**config.mk**
```make
export PLATFORM = sky130hd
export DESIGN_NAME = rau_ctrl
export DESIGN_NICKNAME = d
export VERILOG_FILES = /design/src/rtl/rau_pkg.sv /design/src/rtl/rau_ctrl.sv
export SDC_FILE = /design/constraint.sdc
export NUM_CORES = 1
export LEC_CHECK = 0
export BUFFER_PORTS_ARGS = -buffer_cell sky130_fd_sc_hd__buf_2
export CORE_AREA = 2 2 39 41
export CTS_CLUSTER_DIAMETER = 200
export DETAILED_ROUTE_END_ITERATION = 8
export DIE_AREA = 0 0 41 43
export GPL_TIMING_DRIVEN = 0
export HOLD_SLACK_MARGIN = 0.03
export PLACE_DENSITY = 0.43
export SLEW_MARGIN = 40
export SYNTH_ARGS = -nofsm -noshare
export SYNTH_HDL_FRONTEND = slang
export SYNTH_SLANG_ARGS = --single-unit
```
**constraint.sdc**
```tcl
create_clock -name clk -period 1.75 [get_ports clk]
set_clock_uncertainty 0.1 [all_clocks]
set_input_delay 0.2625 -clock clk [delete_from_list [all_inputs] [get_ports clk]]
set_output_delay 0.2625 -clock clk [all_outputs]
set_load 0.01 [all_outputs]
```
**src/rtl/rau_pkg.sv**
```systemverilog
`default_nettype none
package rau_pkg;

  localparam int MAG_WIDTH_DEF = 31;

  typedef enum logic [1:0] {
    OP_ADD = 2'd0,
    OP_SUB = 2'd1,
    OP_MUL = 2'd2,
    OP_DIV = 2'd3
  } op_t;

  typedef enum logic [1:0] {
    ST_OK       = 2'd0,
    ST_DIV_ZERO = 2'd1,
    ST_OVERFLOW = 2'd2
  } status_t;

  typedef struct packed {
    logic [1:0]  req_type;
    logic        a_negative;
    logic [30:0] a_numerator;
    logic [30:0] a_denominator;
    logic        b_negative;
    logic [30:0] b_numerator;
    logic [30:0] b_denominator;
  } in_item_t;

  typedef struct packed {
    logic        res_negative;
    logic [30:0] res_numerator;
    logic [30:0] res_denominator;
    logic [1:0]  status;
  } out_item_t;

  // Controller to datapath.
  typedef struct packed {
    logic load;      // latch request, check operands
    logic mul;       // form cross products
    logic combine;   // form numerator and denominator
    logic gcd_step;  // setup or one remainder bit of a Euclid step
    logic div_start; // start quotient pass
    logic div_step;  // one quotient bit for num and den
    logic finish;    // form result
  } dp_cmd_t;

  // Datapath to controller.
  typedef struct packed {
    logic bad;       // zero denominator or divide by zero
    logic num_zero;
    logic gcd_done;
    logic div_done;
  } dp_sts_t;

endpackage
`default_nettype wire

```
**src/rtl/rau_ctrl.sv**
```systemverilog
`default_nettype none
module rau_ctrl
  import rau_pkg::*;
(
  input  wire logic    clk,
  input  wire logic    rst_n,
  input  wire logic    in_valid,
  output logic         in_ready,
  output logic         out_valid,
  input  wire logic    out_ready,
  input  wire dp_sts_t sts,
  output dp_cmd_t      cmd
);

  typedef enum logic [2:0] {
    S_IDLE, S_MUL, S_COMB, S_CHECK, S_GCD, S_DSTART, S_DIV, S_OUT
  } state_t;

  state_t state_r;
  logic   out_valid_r;

  assign in_ready  = (state_r == S_IDLE);
  assign out_valid = out_valid_r;

  always_comb begin
    cmd = '0;
    case (state_r)
      S_IDLE:   cmd.load      = in_valid;
      S_MUL:    cmd.mul       = 1'b1;
      S_COMB:   cmd.combine   = 1'b1;
      S_GCD:    cmd.gcd_step  = 1'b1;
      S_DSTART: cmd.div_start = 1'b1;
      S_DIV:    cmd.div_step  = 1'b1;
      S_CHECK:  cmd.finish    = sts.bad || sts.num_zero;
      S_OUT:    cmd.finish    = !out_valid_r;
      default:  cmd = '0;
    endcase
  end

  always_ff @(posedge clk) begin
    if (!rst_n) begin
      state_r     <= S_IDLE;
      out_valid_r <= 1'b0;
    end else begin
      case (state_r)
        S_IDLE:   if (in_valid) state_r <= S_MUL;
        S_MUL:    state_r <= S_COMB;
        S_COMB:   state_r <= S_CHECK;
        S_CHECK: begin
          if (sts.bad || sts.num_zero) begin
            state_r     <= S_OUT;
            out_valid_r <= 1'b1;
          end else begin
            state_r <= S_GCD;
          end
        end
        S_GCD:    if (sts.gcd_done) state_r <= S_DSTART;
        S_DSTART: state_r <= S_DIV;
        S_DIV:    if (sts.div_done) state_r <= S_OUT;
        S_OUT: begin
          if (!out_valid_r) begin
            out_valid_r <= 1'b1;
          end else if (out_ready) begin
            out_valid_r <= 1'b0;
            state_r     <= S_IDLE;
          end
        end
        default:  state_r <= S_IDLE;
      endcase
    end
  end

endmodule
`default_nettype wire

```
==> results_dict.tcl <==
set metrics [dict create \
    outcome "complete, no violations" \
    layout_common_cells "17 x buf_2, 4 x nor2_1, 4 x dfxtp_1" \
    max_slew_margin 0.8520 \
    critPathArrivalTime_ns 1.27 \
    post-route-util 0.2785 \
    power_leakage_nw 0.1961 \
    layout_min_cycle_time_ns 1.631 \
    portBuffers 16 \
    avgSynthCellArea_um2 8.094 \
    required_ns 1.39 \
    startpoint_type "register" \
    drv_cap 0 \
    crit_type "register to output pin" \
    cts_buffer_depth 2 \
    synthCells 32 \
    ys_seq_area_frac 0.3092 \
    finalSetupViolCount 0 \
    die-height_um 43 \
    slew_violations 0 \
    multi_input_area_um2 158.9 \
    cts.sinks 4 \
    hp-class "primary input to register" \
    drt_wl_total_um 669 \
    ios 17 \
    dpl_cell_area_um2 359.1 \
    cts_tree "done" \
    hold_viol_final 0 \
    drc 0 \
    nNetsFinal 61 \
    clk_pin_slew_ns 0.04 \
    r2r_slack_ns 0.56 \
    num_antenna_cells 0 \
    clkPwrFrac 0.387 \
    final_layout_size_suffix_gt1_frac 0.4706 \
    fmax_mhz 613.1 \
    end_kind "output pin" \
    die_w_um 41 \
    grt_pass1_vias 241 \
    ys_types 18 \
    firstDrtPassIters 1 \
    cp_max_fo 10 \
    synth_area_um2 259.0 \
    sequentialPowerShare 0.336 \
    cp-endpoint "cmd[0]" \
    combPwrFrac 0.278 \
    r2r_cells 4 \
    vias 301 \
    holdPathStages 3 \
    antenna_found_initial 0 \
    tightest_slew_ns 0.2197 \
    regToRegStartpoint "state_r[2]$_SDFFE_PN0P_" \
    hpwlAfterDp_um 507.1 \
    initial_utilization 0.1872 \
    wl_per_cell_um 9.985 \
    final_common_cell "buf_2" \
    startpoint "state_r[1]$_SDFFE_PN0P_" \
    power.density_nw_per_um2 813.9 \
    grt_pass1_wl_um 883 \
    dieArea_um2 1763 \
    gp_congestion 0.6400 \
    grt_usage 0.08233 \
    drt_iter0_drc 0 \
    grt_max_degree 11 \
    worstSkewPairLatency_ns 0.24 \
    final_area_um2 385.4 \
    p_int_mw 0.2196 \
    synth_fp_nets 40 \
    ff_latch_area_um2 80.08 \
    nFillCells 164 \
    ys_warn_count 0 \
    max-vdd-ir-drop_mv 0.1672 \
    root_buffer "clkbuf_4" \
    rsz0062_at_grt "false" \
    switchingPower_mw 0.09408 \
    grt-ovfl-total 0 \
    cts_inserted_buffers 3 \
    synth-seq-cells 4 \
    core_um2 1384 \
    num_rows 14 \
    r2r_end "out_valid$_SDFFE_PN0P_" \
    ant_nets 0 \
    swShare 0.3000 \
    tns_ns 0 \
    post-route-period-util 0.9320 \
    htree_levels 1 \
    synthToLayoutAreaGrowth_pct 48.79 \
    viasPerCell 4.493 \
]
[how the worst min path moves through the flow]
stage                                 startpoint                       to  slack [ns]
after floorplan                            rst_n  state_r[1]$_SDFFE_PN0P_        0.30
after global routing                       rst_n  state_r[0]$_SDFFE_PN0P_        0.20
after detailed placement  out_valid$_SDFFE_PN0P_   out_valid$_SDFFE_PN0P_        0.41
after CTS                                  rst_n  state_r[1]$_SDFFE_PN0P_        0.18
after global placement    out_valid$_SDFFE_PN0P_   out_valid$_SDFFE_PN0P_        0.41
final                                      rst_n  state_r[1]$_SDFFE_PN0P_        0.18
[critical path, cell delays in order (launching register included)]
cell and delay, ns:
dfxtp_1 0.37, buf_6 0.15, o311a_2 0.20, a21boi_0 0.16
buf_2 0.15
[flip-flops by register name (all words and copies together) (netlist names)]
register and cells:
state_r 3, out_valid 1
[stage by stage]
stage | power, mW | setup WS [ns] | hold WS, ns | cells
floorplan | 0.1610 | 0.3511 | 0.2982 | 32
detailed placement | 0.1929 | 0.3423 | 0.4089 | 64
global route | 0.3339 | 0.01990 | 0.2010 | 67
finish | 0.3137 | 0.1190 | 0.1843 | 67
global placement | 0.1934 | 0.3313 | 0.4053 | 64
CTS | 0.3162 | 0.07541 | 0.1777 | 67
[power by group through the flow]
stage                     Sequential, mW  Combinational (mW)  Clock [mW]
final                              0.105              0.0872       0.121
after global routing               0.106              0.0968       0.131
after CTS                          0.105              0.0870       0.125
after detailed placement           0.106              0.0866           0
after global placement             0.106              0.0869           0
after floorplan                    0.106              0.0554           0
[cells in the mapped netlist (all sizes together)]
master | count | area, um2
a211o | 1 | 8.760
a21boi | 2 | 18.77
a21oi | 2 | 10.01
and2 | 1 | 6.260
and3b | 2 | 17.52
buf | 3 | 20.01
dfxtp | 4 | 80.08
mux2i | 1 | 10.01
nand2 | 2 | 7.510
nand3 | 1 | 5.000
nor2 | 4 | 15.01
nor3 | 2 | 10.01
nor3b | 3 | 22.52
o21ai | 2 | 10.01
o311a | 1 | 11.26
or3 | 1 | 6.260
[cells by family after synthesis]
family,Yosys count,share of synthesized area
compound gates,8,0.2271
buf+inv,3,0.07726
flops,4,0.3092
mux,1,0.03865
simple gates,16,0.3478
[cell type report]
type	instances	area share
tap	16	0.05195
timing repair buffer	16	0.2078
buffer	3	0.06169
clock buffer	3	0.05844
sequential	4	0.2078
multi-input combinational	25	0.4123
[metal layers]
| layer | GRT usage | vias up | part of all wire | wire length (um) |
|---|---|---|---|---|
| met3 | 0.01571 | 3 | 0.076 | 51 |
| met2 | 0.1219 | 14 | 0.46 | 307 |
| li1 | - | 154 | - | - |
| met4 | 0.1200 | 0 | 0.040 | 27 |
| met5 | 0 | - | 0 | 0 |
| met1 | 0.07074 | 130 | 0.42 | 283 |
[timing repair]
| action | CTS | global route |
|---|---|---|
| buffers inserted | 0 | 0 |
| gates resized for setup | 0 | 1 |
| hold buffers | 0 | 0 |
| setup endpoints to repair | 0 | 1 |
(Power assumes the default switching activity.)
